[src/rtl/lapt_pkg.sv]
// Shared constants, codes and control/status types of the load activity power timeout block.
`timescale 1ns / 1ps
`default_nettype none

package lapt_pkg;

    // Round geometry
    localparam int SAMPLES_PER_PACKET = 16;
    localparam int PACKETS_PER_ROUND  = 3;
    localparam int IDX_W              = 5;
    localparam int PKT_W              = 2;

    // Field and register widths
    localparam int DATA_W  = 32;
    localparam int GAIN_W  = 31;
    localparam int THR_W   = 31;
    localparam int HOLD_W  = 16;
    localparam int TICK_W  = 28;
    localparam int CIDX_W  = 3;

    // Gram conversion: (reading + offset) * 10000 / gain
    localparam int GRAM_SCALE = 10000;
    localparam int SUM_W      = DATA_W + 1;
    localparam int PROD_W     = 47;
    localparam int DIV_STEPS  = PROD_W;
    localparam int DCNT_W     = $clog2(DIV_STEPS);

    // Hold timer: seconds times 2048 ticks
    localparam int TICK_SHIFT = 11;

    // Register indexes of the configuration port
    localparam logic [CIDX_W-1:0] CFG_ZERO_OFFSET        = 3'd0;
    localparam logic [CIDX_W-1:0] CFG_GAIN_DIVISOR       = 3'd1;
    localparam logic [CIDX_W-1:0] CFG_ACTIVITY_THRESHOLD = 3'd2;
    localparam logic [CIDX_W-1:0] CFG_ALLOUT_THRESHOLD   = 3'd3;
    localparam logic [CIDX_W-1:0] CFG_HOLD_SECONDS       = 3'd4;

    // Input command codes
    localparam logic CMD_SAMPLE = 1'b0;
    localparam logic CMD_TICK   = 1'b1;

    // Commands from the controller to the datapath
    typedef struct packed {
        logic capture;
        logic step;
        logic mul_load;
        logic mul_sel_low;
        logic div_start;
        logic grab_high;
        logic grab_low;
        logic decide;
        logic out_load;
    } lapt_cmd_t;

    // Status from the datapath to the controller
    typedef struct packed {
        logic round_close;
        logic div_done;
    } lapt_status_t;

endpackage : lapt_pkg

`default_nettype wire

[src/rtl/lapt_div.sv]
// Restoring unsigned divider, one quotient bit per cycle.
`timescale 1ns / 1ps
`default_nettype none

module lapt_div (
    input  wire logic                          clk,
    input  wire logic                          rst_n,
    input  wire logic                          start,
    input  wire logic [lapt_pkg::PROD_W-1:0]   dividend,
    input  wire logic [lapt_pkg::GAIN_W-1:0]   divisor,
    output logic                               done,
    output logic [lapt_pkg::PROD_W-1:0]        quotient
);
    import lapt_pkg::*;

    logic                busy_reg, busy_next;
    logic                done_reg, done_next;
    logic [DCNT_W-1:0]   cnt_reg, cnt_next;
    logic [PROD_W-1:0]   acc_reg, acc_next;
    logic [GAIN_W-1:0]   rem_reg, rem_next;
    logic [GAIN_W-1:0]   dvs_reg, dvs_next;
    logic [GAIN_W:0]     rem_sh;
    logic                fits;

    // One shift-subtract step
    always_comb
    begin
        rem_sh    = {rem_reg, acc_reg[PROD_W-1]};
        fits      = (rem_sh >= {1'b0, dvs_reg});
        busy_next = busy_reg;
        done_next = 1'b0;
        cnt_next  = cnt_reg;
        acc_next  = acc_reg;
        rem_next  = rem_reg;
        dvs_next  = dvs_reg;
        if (start)
        begin
            busy_next = 1'b1;
            cnt_next  = DCNT_W'(DIV_STEPS - 1);
            acc_next  = dividend;
            rem_next  = '0;
            dvs_next  = divisor;
        end
        else if (busy_reg)
        begin
            rem_next = fits ? GAIN_W'(rem_sh - {1'b0, dvs_reg}) : GAIN_W'(rem_sh);
            acc_next = {acc_reg[PROD_W-2:0], fits};
            cnt_next = cnt_reg - 1'b1;
            if (cnt_reg == '0)
            begin
                busy_next = 1'b0;
                done_next = 1'b1;
            end
        end
    end

    always_ff @(posedge clk or negedge rst_n)
    begin
        if (!rst_n)
        begin
            busy_reg <= 1'b0;
            done_reg <= 1'b0;
            cnt_reg  <= '0;
        end
        else
        begin
            busy_reg <= busy_next;
            done_reg <= done_next;
            cnt_reg  <= cnt_next;
        end
    end

    always_ff @(posedge clk)
    begin
        acc_reg <= acc_next;
        rem_reg <= rem_next;
        dvs_reg <= dvs_next;
    end

    assign done     = done_reg;
    assign quotient = acc_reg;

endmodule : lapt_div

`default_nettype wire

[src/rtl/lapt_ctrl.sv]
// Controller state machine sequencing item steps, gram conversion and result hand-off.
`timescale 1ns / 1ps
`default_nettype none

module lapt_ctrl (
    input  wire logic                    clk,
    input  wire logic                    rst_n,
    input  wire logic                    in_valid,
    output logic                         in_ready,
    output logic                         out_valid,
    input  wire logic                    out_ready,
    input  wire lapt_pkg::lapt_status_t  status,
    output lapt_pkg::lapt_cmd_t          cmd
);
    import lapt_pkg::*;

    typedef enum logic [9:0] {
        S_IDLE     = 10'b00_0000_0001,
        S_STEP     = 10'b00_0000_0010,
        S_MUL_HI   = 10'b00_0000_0100,
        S_START_HI = 10'b00_0000_1000,
        S_WAIT_HI  = 10'b00_0001_0000,
        S_MUL_LO   = 10'b00_0010_0000,
        S_START_LO = 10'b00_0100_0000,
        S_WAIT_LO  = 10'b00_1000_0000,
        S_DECIDE   = 10'b01_0000_0000,
        S_EMIT     = 10'b10_0000_0000
    } state_t;

    state_t state_reg, state_next;
    logic   out_valid_reg, out_valid_next;

    // Next state and commands
    always_comb
    begin
        state_next = state_reg;
        cmd        = '0;
        unique case (state_reg)
            S_IDLE:
            begin
                if (in_valid)
                begin
                    cmd.capture = 1'b1;
                    state_next  = S_STEP;
                end
            end
            S_STEP:
            begin
                cmd.step   = 1'b1;
                state_next = status.round_close ? S_MUL_HI : S_EMIT;
            end
            S_MUL_HI:
            begin
                cmd.mul_load = 1'b1;
                state_next   = S_START_HI;
            end
            S_START_HI:
            begin
                cmd.div_start = 1'b1;
                state_next    = S_WAIT_HI;
            end
            S_WAIT_HI:
            begin
                if (status.div_done)
                begin
                    cmd.grab_high = 1'b1;
                    state_next    = S_MUL_LO;
                end
            end
            S_MUL_LO:
            begin
                cmd.mul_load    = 1'b1;
                cmd.mul_sel_low = 1'b1;
                state_next      = S_START_LO;
            end
            S_START_LO:
            begin
                cmd.div_start = 1'b1;
                state_next    = S_WAIT_LO;
            end
            S_WAIT_LO:
            begin
                if (status.div_done)
                begin
                    cmd.grab_low = 1'b1;
                    state_next   = S_DECIDE;
                end
            end
            S_DECIDE:
            begin
                cmd.decide = 1'b1;
                state_next = S_EMIT;
            end
            S_EMIT:
            begin
                // result register free, or being emptied this cycle
                if (!out_valid_reg || out_ready)
                begin
                    cmd.out_load = 1'b1;
                    state_next   = S_IDLE;
                end
            end
            default:
            begin
                state_next = S_IDLE;
            end
        endcase
    end

    // Result register occupancy
    always_comb
    begin
        out_valid_next = out_valid_reg;
        if (cmd.out_load)
            out_valid_next = 1'b1;
        else if (out_ready)
            out_valid_next = 1'b0;
    end

    always_ff @(posedge clk or negedge rst_n)
    begin
        if (!rst_n)
        begin
            state_reg     <= S_IDLE;
            out_valid_reg <= 1'b0;
        end
        else
        begin
            state_reg     <= state_next;
            out_valid_reg <= out_valid_next;
        end
    end

    assign in_ready  = (state_reg == S_IDLE);
    assign out_valid = out_valid_reg;

endmodule : lapt_ctrl

`default_nettype wire

[src/rtl/lapt_dp.sv]
// Datapath: configuration registers, round extremes, gram conversion, power timer, result register.
`timescale 1ns / 1ps
`default_nettype none

module lapt_dp (
    input  wire logic                           clk,
    input  wire logic                           rst_n,
    input  wire logic                           cfg_valid,
    input  wire logic [lapt_pkg::CIDX_W-1:0]    cfg_index,
    input  wire logic [lapt_pkg::DATA_W-1:0]    cfg_data,
    input  wire logic                           command,
    input  wire logic signed [lapt_pkg::DATA_W-1:0] sample,
    input  wire lapt_pkg::lapt_cmd_t            cmd,
    output lapt_pkg::lapt_status_t              status,
    output logic                                power_on,
    output logic                                round_done,
    output logic                                activity_seen,
    output logic signed [lapt_pkg::DATA_W-1:0]  high_grams,
    output logic signed [lapt_pkg::DATA_W-1:0]  low_grams
);
    import lapt_pkg::*;

    // Configuration registers
    logic signed [DATA_W-1:0] zero_offset_reg;
    logic [GAIN_W-1:0]        gain_divisor_reg;
    logic [THR_W-1:0]         activity_threshold_reg;
    logic signed [DATA_W-1:0] allout_threshold_reg;
    logic [HOLD_W-1:0]        hold_seconds_reg;

    // Block state
    logic signed [DATA_W-1:0] round_high_reg, round_high_next;
    logic signed [DATA_W-1:0] round_low_reg, round_low_next;
    logic [IDX_W-1:0]         sample_index_reg, sample_index_next;
    logic [PKT_W-1:0]         packet_count_reg, packet_count_next;
    logic [TICK_W-1:0]        ticks_left_reg, ticks_left_next;
    logic                     power_flag_reg, power_flag_next;

    // Captured item and working values
    logic                     item_cmd_reg;
    logic signed [DATA_W-1:0] item_sample_reg;
    logic signed [PROD_W-1:0] prod_reg;
    logic                     neg_reg;
    logic signed [DATA_W-1:0] hg_reg, hg_next;
    logic signed [DATA_W-1:0] lg_reg, lg_next;
    logic                     done_reg, done_next;
    logic                     active_reg, active_next;

    // Result register
    logic                     power_on_reg;
    logic                     round_done_reg;
    logic                     activity_seen_reg;
    logic signed [DATA_W-1:0] high_grams_reg;
    logic signed [DATA_W-1:0] low_grams_reg;

    logic [IDX_W-1:0]         idx_inc;
    logic [PKT_W-1:0]         pkt_inc;
    logic                     packet_end;
    logic                     round_close;
    logic signed [DATA_W-1:0] conv_in;
    logic signed [SUM_W-1:0]  conv_sum;
    logic signed [PROD_W-1:0] prod_next;
    logic [PROD_W-1:0]        prod_mag;
    logic [GAIN_W-1:0]        div_eff;
    logic                     div_done;
    logic [PROD_W-1:0]        div_quot;
    logic [DATA_W-1:0]        gram_val;
    logic signed [SUM_W-1:0]  spread;
    logic                     trigger;

    // Configuration writes
    always_ff @(posedge clk or negedge rst_n)
    begin
        if (!rst_n)
        begin
            zero_offset_reg        <= '0;
            gain_divisor_reg       <= GAIN_W'(1);
            activity_threshold_reg <= THR_W'(800);
            allout_threshold_reg   <= DATA_W'(10000);
            hold_seconds_reg       <= HOLD_W'(300);
        end
        else if (cfg_valid)
        begin
            case (cfg_index)
                CFG_ZERO_OFFSET:        zero_offset_reg        <= cfg_data;
                CFG_GAIN_DIVISOR:       gain_divisor_reg       <= cfg_data[GAIN_W-1:0];
                CFG_ACTIVITY_THRESHOLD: activity_threshold_reg <= cfg_data[THR_W-1:0];
                CFG_ALLOUT_THRESHOLD:   allout_threshold_reg   <= cfg_data;
                CFG_HOLD_SECONDS:       hold_seconds_reg       <= cfg_data[HOLD_W-1:0];
                default:                ;
            endcase
        end
    end

    // Packet and round position
    assign idx_inc     = IDX_W'(sample_index_reg + 1'b1);
    assign pkt_inc     = PKT_W'(packet_count_reg + 1'b1);
    assign packet_end  = (idx_inc >= IDX_W'(SAMPLES_PER_PACKET));
    assign round_close = (item_cmd_reg == CMD_SAMPLE) && packet_end
                         && (pkt_inc >= PKT_W'(PACKETS_PER_ROUND));

    // Offset, scale and sign split ahead of the divider
    assign conv_in   = cmd.mul_sel_low ? round_low_reg : round_high_reg;
    assign conv_sum  = {conv_in[DATA_W-1], conv_in}
                       + {zero_offset_reg[DATA_W-1], zero_offset_reg};
    assign prod_next = $signed({{(PROD_W-SUM_W){conv_sum[SUM_W-1]}}, conv_sum})
                       * $signed(PROD_W'(GRAM_SCALE));
    assign prod_mag  = prod_reg[PROD_W-1] ? PROD_W'(~prod_reg + 1'b1) : prod_reg;
    assign div_eff   = (gain_divisor_reg == '0) ? GAIN_W'(1) : gain_divisor_reg;

    lapt_div u_div (
        .clk      (clk),
        .rst_n    (rst_n),
        .start    (cmd.div_start),
        .dividend (prod_mag),
        .divisor  (div_eff),
        .done     (div_done),
        .quotient (div_quot)
    );

    // Restore the sign on the low 32 bits of the quotient
    assign gram_val = neg_reg ? DATA_W'(~div_quot[DATA_W-1:0] + 1'b1) : div_quot[DATA_W-1:0];

    // Round evaluation
    assign spread  = {hg_reg[DATA_W-1], hg_reg} - {lg_reg[DATA_W-1], lg_reg};
    assign trigger = (spread > $signed({2'b00, activity_threshold_reg}))
                     || (hg_reg > allout_threshold_reg);

    // State updates
    always_comb
    begin
        round_high_next   = round_high_reg;
        round_low_next    = round_low_reg;
        sample_index_next = sample_index_reg;
        packet_count_next = packet_count_reg;
        ticks_left_next   = ticks_left_reg;
        power_flag_next   = power_flag_reg;
        hg_next           = hg_reg;
        lg_next           = lg_reg;
        done_next         = done_reg;
        active_next       = active_reg;
        if (cmd.step)
        begin
            hg_next     = '0;
            lg_next     = '0;
            done_next   = 1'b0;
            active_next = 1'b0;
            if (item_cmd_reg == CMD_TICK)
            begin
                if (ticks_left_reg != '0)
                    ticks_left_next = ticks_left_reg - 1'b1;
            end
            else
            begin
                if (item_sample_reg > round_high_reg)
                    round_high_next = item_sample_reg;
                if (item_sample_reg < round_low_reg)
                    round_low_next = item_sample_reg;
                sample_index_next = idx_inc;
                if (packet_end)
                begin
                    sample_index_next = '0;
                    packet_count_next = round_close ? '0 : pkt_inc;
                end
            end
        end
        if (cmd.grab_high)
            hg_next = gram_val;
        if (cmd.grab_low)
            lg_next = gram_val;
        if (cmd.decide)
        begin
            done_next   = 1'b1;
            active_next = trigger;
            if (trigger)
            begin
                power_flag_next = 1'b1;
                ticks_left_next = TICK_W'({hold_seconds_reg, {TICK_SHIFT{1'b0}}}) + 1'b1;
            end
            else if (ticks_left_reg == '0)
            begin
                power_flag_next = 1'b0;
            end
            round_high_next = {1'b1, {(DATA_W-1){1'b0}}};
            round_low_next  = {1'b0, {(DATA_W-1){1'b1}}};
        end
    end

    always_ff @(posedge clk or negedge rst_n)
    begin
        if (!rst_n)
        begin
            round_high_reg   <= {1'b1, {(DATA_W-1){1'b0}}};
            round_low_reg    <= {1'b0, {(DATA_W-1){1'b1}}};
            sample_index_reg <= '0;
            packet_count_reg <= '0;
            ticks_left_reg   <= '0;
            power_flag_reg   <= 1'b0;
        end
        else
        begin
            round_high_reg   <= round_high_next;
            round_low_reg    <= round_low_next;
            sample_index_reg <= sample_index_next;
            packet_count_reg <= packet_count_next;
            ticks_left_reg   <= ticks_left_next;
            power_flag_reg   <= power_flag_next;
        end
    end

    // Payload registers
    always_ff @(posedge clk)
    begin
        if (cmd.capture)
        begin
            item_cmd_reg    <= command;
            item_sample_reg <= sample;
        end
        if (cmd.mul_load)
        begin
            prod_reg <= prod_next;
            neg_reg  <= prod_next[PROD_W-1];
        end
        hg_reg     <= hg_next;
        lg_reg     <= lg_next;
        done_reg   <= done_next;
        active_reg <= active_next;
        if (cmd.out_load)
        begin
            power_on_reg      <= power_flag_reg;
            round_done_reg    <= done_reg;
            activity_seen_reg <= active_reg;
            high_grams_reg    <= hg_reg;
            low_grams_reg     <= lg_reg;
        end
    end

    assign status.round_close = round_close;
    assign status.div_done    = div_done;

    assign power_on      = power_on_reg;
    assign round_done    = round_done_reg;
    assign activity_seen = activity_seen_reg;
    assign high_grams    = high_grams_reg;
    assign low_grams     = low_grams_reg;

endmodule : lapt_dp

`default_nettype wire

[src/rtl/load_activity_power_timeout.sv]
// Top level of the load activity power timeout block: controller plus datapath.
//
//  channel  signals                                   direction
//  -------  ----------------------------------------  ---------
//  cfg      cfg_valid/cfg_ready, cfg_index, cfg_data   in
//  in       in_valid/in_ready, command, sample         in
//  out      out_valid/out_ready, power_on, round_done, out
//           activity_seen, high_grams, low_grams
//
// A tick or an ordinary sample passes the step state, then the hand-off state.
// The sample that closes a round also goes through the shared 47-step
// divider, once for the round maximum and once for the minimum.
// One item is in work at a time; the next is taken while a result waits.
// A stalled output holds the controller in its hand-off state.
// Reset is asynchronous; no clearing pass is needed, cfg_ready is always high.
`timescale 1ns / 1ps
`default_nettype none

module load_activity_power_timeout (
    input  wire logic                              clk,
    input  wire logic                              rst_n,
    input  wire logic                              cfg_valid,
    output logic                                   cfg_ready,
    input  wire logic [lapt_pkg::CIDX_W-1:0]       cfg_index,
    input  wire logic [lapt_pkg::DATA_W-1:0]       cfg_data,
    input  wire logic                              in_valid,
    output logic                                   in_ready,
    input  wire logic                              command,
    input  wire logic signed [lapt_pkg::DATA_W-1:0] sample,
    output logic                                   out_valid,
    input  wire logic                              out_ready,
    output logic                                   power_on,
    output logic                                   round_done,
    output logic                                   activity_seen,
    output logic signed [lapt_pkg::DATA_W-1:0]     high_grams,
    output logic signed [lapt_pkg::DATA_W-1:0]     low_grams
);
    import lapt_pkg::*;

    lapt_cmd_t    cmd;
    lapt_status_t status;

    assign cfg_ready = 1'b1;

    lapt_ctrl u_ctrl (
        .clk       (clk),
        .rst_n     (rst_n),
        .in_valid  (in_valid),
        .in_ready  (in_ready),
        .out_valid (out_valid),
        .out_ready (out_ready),
        .status    (status),
        .cmd       (cmd)
    );

    lapt_dp u_dp (
        .clk           (clk),
        .rst_n         (rst_n),
        .cfg_valid     (cfg_valid),
        .cfg_index     (cfg_index),
        .cfg_data      (cfg_data),
        .command       (command),
        .sample        (sample),
        .cmd           (cmd),
        .status        (status),
        .power_on      (power_on),
        .round_done    (round_done),
        .activity_seen (activity_seen),
        .high_grams    (high_grams),
        .low_grams     (low_grams)
    );

endmodule : load_activity_power_timeout

`default_nettype wire
[config.mk]
export PLATFORM = sky130hd
export DESIGN_NAME = load_activity_power_timeout
export DESIGN_NICKNAME = d
export VERILOG_FILES = /design/src/rtl/lapt_pkg.sv /design/src/rtl/lapt_div.sv /design/src/rtl/lapt_ctrl.sv /design/src/rtl/lapt_dp.sv /design/src/rtl/load_activity_power_timeout.sv
export SDC_FILE = /design/constraint.sdc
export NUM_CORES = 2
export LEC_CHECK = 0
export ABC_AREA = 1
export ABC_CLOCK_PERIOD_IN_PS = 9050
export BUFFER_PORTS_ARGS = -buffer_cell sky130_fd_sc_hd__buf_2
export CAP_MARGIN = 40
export CORE_MARGIN = 5
export CORE_UTILIZATION = 45
export CTS_CLUSTER_DIAMETER = 100
export CTS_CLUSTER_SIZE = 28
export DETAILED_ROUTE_END_ITERATION = 10
export HOLD_SLACK_MARGIN = 0.15
export SLEW_MARGIN = 20
export SYNTH_ARGS = -nofsm -noshare
export SYNTH_HDL_FRONTEND = slang
export SYNTH_SLANG_ARGS = --single-unit
[constraint.sdc]
create_clock -name clk -period 9.05 [get_ports clk]
set_input_delay 0.4525 -clock clk [delete_from_list [all_inputs] [get_ports clk]]
set_output_delay 0.4525 -clock clk [all_outputs]
set_load 0.02 [all_outputs]
After elaboration in Yosys (flattened, before gate mapping)
Index checks and enable logic that the tools add are counted.
{ "word_totals": {"register_bits": 580, "input_bits": 73, "wordCells": 159} }
{ "op_classes": {"addsub": 10, "mul": 1, "order_cmp": 7, "n_eq_ne": 19, "n_mux": 56, "bitwise_logic": 3, "reduce_logical": 31} }
{ "ops": {"columns": ["cell", "n"], "rows": [
  ["two-way mux 32 bit", 13],
  ["two-way mux 47 bit", 3],
  ["two-way mux 28 bit", 5],
  ["one-hot mux 10 bit (10 select lines)", 1],
  ["greater-than comparator 32 bit", 2],
  ["two-way mux 10 bit", 5],
  ["adder 47 x 1 -> 47 bit, second input constant", 1],
  ["inverter 47 bit", 1],
  ["multiplier 33 x 11 -> 43 bit, second input constant", 1],
  ["adder 32 x 32 -> 33 bit", 1],
  ["greater-than comparator 33 x 32 -> 1 bit", 1],
  ["subtractor 32 x 32 -> 33 bit", 1],
  ["adder 32 x 1 -> 32 bit, second input constant", 1],
  [">= comparator 32 x 31 -> 1 bit", 1],
  ["< comparator 32 bit", 1],
  ["inverter 32 bit", 1],
  ["logical NOT 31 bit", 1],
  ["two-way mux 31 bit", 1],
  ["subtractor 31 bit", 1],
  ["adder 27 x 1 -> 28 bit, second input constant", 1],
  ["logical NOT 28 bit", 1],
  ["nonzero test 28 bit", 1],
  ["subtractor 28 x 1 -> 28 bit, second input constant", 1],
  ["two-way mux 1 bit", 24],
  ["other kinds (34)", 57]
]} }

Logic depth before layout (Yosys ltp)
{ "depth": {"depth_word": 6, "depth_mapped": 45} }

Cells and area by module
A second synthesis with hierarchy kept.
{ "hier_totals": {"hier_cells": 4729, "area_unflattened_um2": 39879.5} }
{ "modules_own_cells": {"columns": ["mod", "instances", "cells_per_inst", "area_each_um2"], "rows": [
  ["lapt_dp", 1, 3585, 31786.7],
  ["lapt_div", 1, 1041, 7422.1],
  ["lapt_ctrl", 1, 101, 659.4],
  ["load_activity_power_timeout", 1, 2, 11.3]
]} }

Worst setup path before layout
Ideal clock, no wire load.
{ "synth_timing": {"kind": "register to register", "from": "register u_ctrl.state_reg[3]", "to": "register u_dp.prod_reg[43], data pin", "setup_time_ps": 252, "arrival_time_ps": 7090, "required_ps": 8798, "slack_ps": 1708, "stages_incl_launch_ff": 39, "path_buffers": 2, "synth_period_minus_slack_ps": 7342, "path_cell_list": "dfrtp_1 > inv_1 > nand2_1 > nor2_1 > inv_2 > nor3_1 > clkbuf_1 > clkbuf_1 > a21oi_1 > ha_1 > fa_1 > nand3_1 > nand2_1 > a31oi_1 > o21ai_1 > a21oi_2 > o21ai_1 > nand2_1 > (+3 left out) > ha_1 > ha_1 > inv_1 > fa_1 > fa_1 > inv_1 > fa_1 > ha_1 > nand2_1 > nor2_1 > inv_1 > nor2_1 > inv_1 > o31ai_2 > a21oi_1 > or2_1 > nand3_1 > nand2_1"} }
{ "synth_via": {"elab_chain_cells": 5} }
{ "synth_rtl": {"columns": ["element", "line", "text"], "rows": [
  ["start: declaration", "lapt_ctrl.sv:30", "state_t state_reg, state_next;"],
  ["start signal: assignment", "lapt_ctrl.sv:129", "state_reg <= state_next;"],
  ["equality test 10 x 6 -> 1 bit", "lapt_ctrl.sv:38", "unique case (state_reg)"],
  ["two-way mux 1 bit", "lapt_ctrl.sv:38", null],
  ["two-way mux 32 bit", "lapt_dp.sv:102", "assign conv_in = cmd.mul_sel_low ? round_low_reg : round_high_reg;"],
  ["adder 32 x 32 -> 33 bit", "lapt_dp.sv:104", "+ {zero_offset_reg[DATA_W-1], zero_offset_reg};"],
  ["multiplier 33 x 11 -> 43 bit", "lapt_dp.sv:106", "* $signed(PROD_W'(GRAM_SCALE));"],
  ["named net u_dp.prod_next[43]", "lapt_dp.sv:61", "logic signed [PROD_W-1:0] prod_next;"],
  ["end signal: assignment", "lapt_dp.sv:220", "prod_reg <= prod_next;"],
  ["end: declaration", "lapt_dp.sv:41", "logic signed [PROD_W-1:0] prod_reg;"]
]} }
The timed path passes the listed nets, and every way through them passes these cells.
A chain may end at the register's enable or synchronous reset.

Worst setup path after layout
{ "layout_timing": {"from": "register u_ctrl.state_reg[3]", "to": "register u_dp.prod_reg[44], data pin"} }
The elaborated chain is that of the path after synthesis.

==> summary.md <==
| Metric | Value |
|---|---|
| RR Endpoint | u_dp.prod_reg[44] |
| FMAX | 121 MHz |
| Overall routed net length | 99300 um |
| FILL cells | 8196 |
| Worst hold stages | 3 |
| I/O pin count | 143 |
| R2R depth | 34 |
| Mapped Nets | 4909 |
| Hpwl dp | 78900 um |
| Post-route ant nets | 0 |
| Status | complete, no violations |
| Crit end category | register |
| CTS Root Cell | clkbuf_16 |
| Num CTS Buffers | 28 |
| Cell taking the most area after synthesis | edfxtp_1 |
| Sequential area share after synthesis | 0.413 |
| Clock-pin slew on the worst setup and hold paths | 0.11 ns |
| Startpoint type of the worst setup path | register |
| Worst Hold End | u_dp.allout_threshold_reg[29] |
| CTS sink cnt | 579 |
| DRC viols | 0 |
| Busiest layer in global routing | met2 |
| Share of cells above drive strength 1 | 0.0787 |
| Final slew viol count | 0 |
| RSZ-0062 raised after global routing | false |
| Post-synthesis area per instance | 8.80 um2 |
| H-tree depth | 1 |
| CP max FO | 66 |
| All-layer global routing usage | 0.217 |
| Count leader, synth | nand2_1 |
| # nets final | 5024 |
| Leading post-synthesis cells by cell area | edfxtp_1 22%, dfrtp_1 14%, ha_1 13% |
| Number of global-route vias before repair | 28391 |
| Kind of critical path | reg -> reg |
| Delay-heaviest family, CP | adder cells |
| Initial core utilization | 0.452 |
| Core box area | 84700 um2 |
| Total vias in the final route | 28898 |
| Mapped Cells | 4349 |
| Final setup fails | 0 |
| Yosys reg bits | 579 |
| Least-Margin Pin Slew | 0.950 ns |
| Final Hold Violating Endpoints | 0 |
| Met3 Use GR | 0.0269 |
| Die H | 302 um |
| Clk_skew | 0.0563 ns |
| Mapped cell area | 38300 um2 |
| Worst-case clock buffer depth | 3 |
| CP Data Arrival Time | 8.69 ns |
| Hold crit path type | in -> reg |
| GPL Wtd Cong | 0.907 |
| Synth cell types | 76 |
| M2 GR Usage | 0.372 |
| Final Critical Period | 8.29 ns |
| Final period util | 0.916 |
| Max cap viols | 0 |
| Worst slew margin | 0.367 |
| Cell row count | 107 |
| Worst r2r src | u_ctrl.state_reg[3] |
| Yosys Warn Count | 0 |
| Largest net degree at the start of global routing | 166 |
| Synth top area share | 0.224 |
| WP buf/inv | 4 |
| Required time of the worst setup path | 9.46 ns |
| Die Wd | 302 um |
| Starting DRC count in detailed routing | 1978 |
| GR Util met1 | 0.293 |
| WL/cell | 17.6 um |
| DR pass1 iterations | 5 |
| Post-synth ARST share | 0.451 |
| First-pass GRT wire length | 156000 um |
| Setup TNS | 0 ns |
| Worst Hold Launch | cfg_data[29] |
| Synth top cells by count | 709 x nand2_1, 689 x inv_1, 399 x o21ai_0 |
| Max stage delay on crit path | 0.52 ns |
| Grt ovf | 0 |
| Initial antenna violation count | 6 |
| Primary FF master, synth | edfxtp_1 |
| Via density | 5.13 |
| Max reg flops | 47 |
| Clock Latency Late Sink | 0.66 ns |
| Critical Path Slowest Stage Cell | xor2_1 |
| CTS tree | built |
| Critical path's most frequent cell | nand2_1 |
| Number of flops mapped to enable cells by yosys | 286 |
| Input/output buffers | 141 |
| Worst reg2reg setup slack | 0.76 ns |
| Die Area | 91000 um2 |
| Layout area overhead | 8.70% |
[how the worst max path moves through the flow]
| stage | from | endpoint | slack, ns | cells past startpoint |
|---|---|---|---|---|
| final | u_ctrl.state_reg[3] | u_dp.prod_reg[44] | 0.76 | 34 |
| after detailed placement | u_ctrl.state_reg[2] | u_dp.prod_reg[44] | 0.73 | 37 |
| after global placement | u_ctrl.state_reg[3] | u_dp.prod_reg[44] | 0.81 | 37 |
| after floorplan | u_ctrl.state_reg[3] | u_dp.prod_reg[43] | 1.71 | 38 |
| after global routing | u_ctrl.state_reg[2] | u_dp.prod_reg[44] | 0.06 | 37 |
| after CTS | u_ctrl.state_reg[3] | u_dp.prod_reg[44] | 0.72 | 37 |
[per-layer routing]
layer  share of wire  vias up
met1            0.44    13635
met3           0.053      115
met2            0.47      602
met5        0.000091        -
li1                -    14544
met4           0.030        2
[worst reg2reg max path, delay by kind of cell (launching register included)]
family | cells | cell delay (ns)
DFF | 1 | 0.39
buffers and inverters | 4 | 0.56
AOI/OAI and AO/OA | 8 | 1.49
xor gates and xnor gates | 1 | 0.52
adders and majority gates | 8 | 3.25
and+or+nand+nor | 13 | 1.85
[cell type report]
type | instances | area, um2 | area share
Sequential cell | 579 | 15800 | 0.380
Antenna cell | 1 | 2.50 | 0.0000601
Multi-Input combinational cell | 2948 | 19400 | 0.465
Clock buffer | 40 | 776 | 0.0186
Clock inverter | 12 | 161 | 0.00388
Tap cell | 1144 | 1430 | 0.0344
Inverter | 699 | 2630 | 0.0632
Timing Repair Buffer | 208 | 1440 | 0.0345
[cell families after synthesis]
logic type,synth area share
AND/OR/NAND/NOR,0.162
buffers and inverters,0.0821
AO/OA/AOI/OAI,0.117
flip-flops,0.413
adder cells (fa/ha/maj),0.179
XOR/XNOR,0.0473
other,0.0000980
[placed cells by master (no fill, tap or decap), types with 8 or more instances in the layout]
| cell | n |
|---|---|
| a211oi_1 | 8 |
| a21o_1 | 14 |
| a21oi_1 | 269 |
| a21oi_2 | 8 |
| a31oi_1 | 18 |
| buf_2 | 140 |
| buf_4 | 20 |
| clkbuf_1 | 9 |
| clkbuf_16 | 28 |
| dfrtp_1 | 215 |
| dfstp_2 | 46 |
| dfxtp_1 | 32 |
| dlygate4sd3_1 | 37 |
| edfxtp_1 | 286 |
| fa_1 | 99 |
| ha_1 | 388 |
| inv_1 | 687 |
| inv_2 | 9 |
| nand2_1 | 708 |
| nand3_1 | 154 |
| nand4_1 | 36 |
| nor2_1 | 383 |
| nor2_4 | 13 |
| nor3_1 | 48 |
| nor3_2 | 8 |
| nor4_1 | 32 |
| o211ai_1 | 18 |
| o21a_1 | 11 |
| o21ai_0 | 399 |
| o21ai_1 | 28 |
| xnor2_1 | 64 |
| xor2_1 | 139 |
[repair_timing]
action                                 4_1_cts  5_1_grt
endpoints found under the hold margin      102        0
gates resized for setup                      0        0
hold buffers                                37        0
setup buffers                                0        0
[per-stage QoR]
| step | util | hold slack [ns] | cells | area [um2] | setup slack (ns) |
|---|---|---|---|---|---|
| after detailed placement | 0.476 | 0.408 | 5541 | 40300 | 0.730 |
| after floorplan | - | 0.157 | 4349 | 38300 | 1.71 |
| final | 0.491 | 0.195 | 5631 | 41600 | 0.764 |
| after CTS | 0.491 | 0.153 | 5630 | 41600 | 0.716 |
| after global routing | 0.491 | 0.188 | 5630 | 41600 | 0.0608 |
| after global placement | 0.473 | 0.426 | 5531 | 40100 | 0.811 |
Power is not shown: default switching activity piles up to over one toggle a cycle in this logic, so the estimate is an artifact.
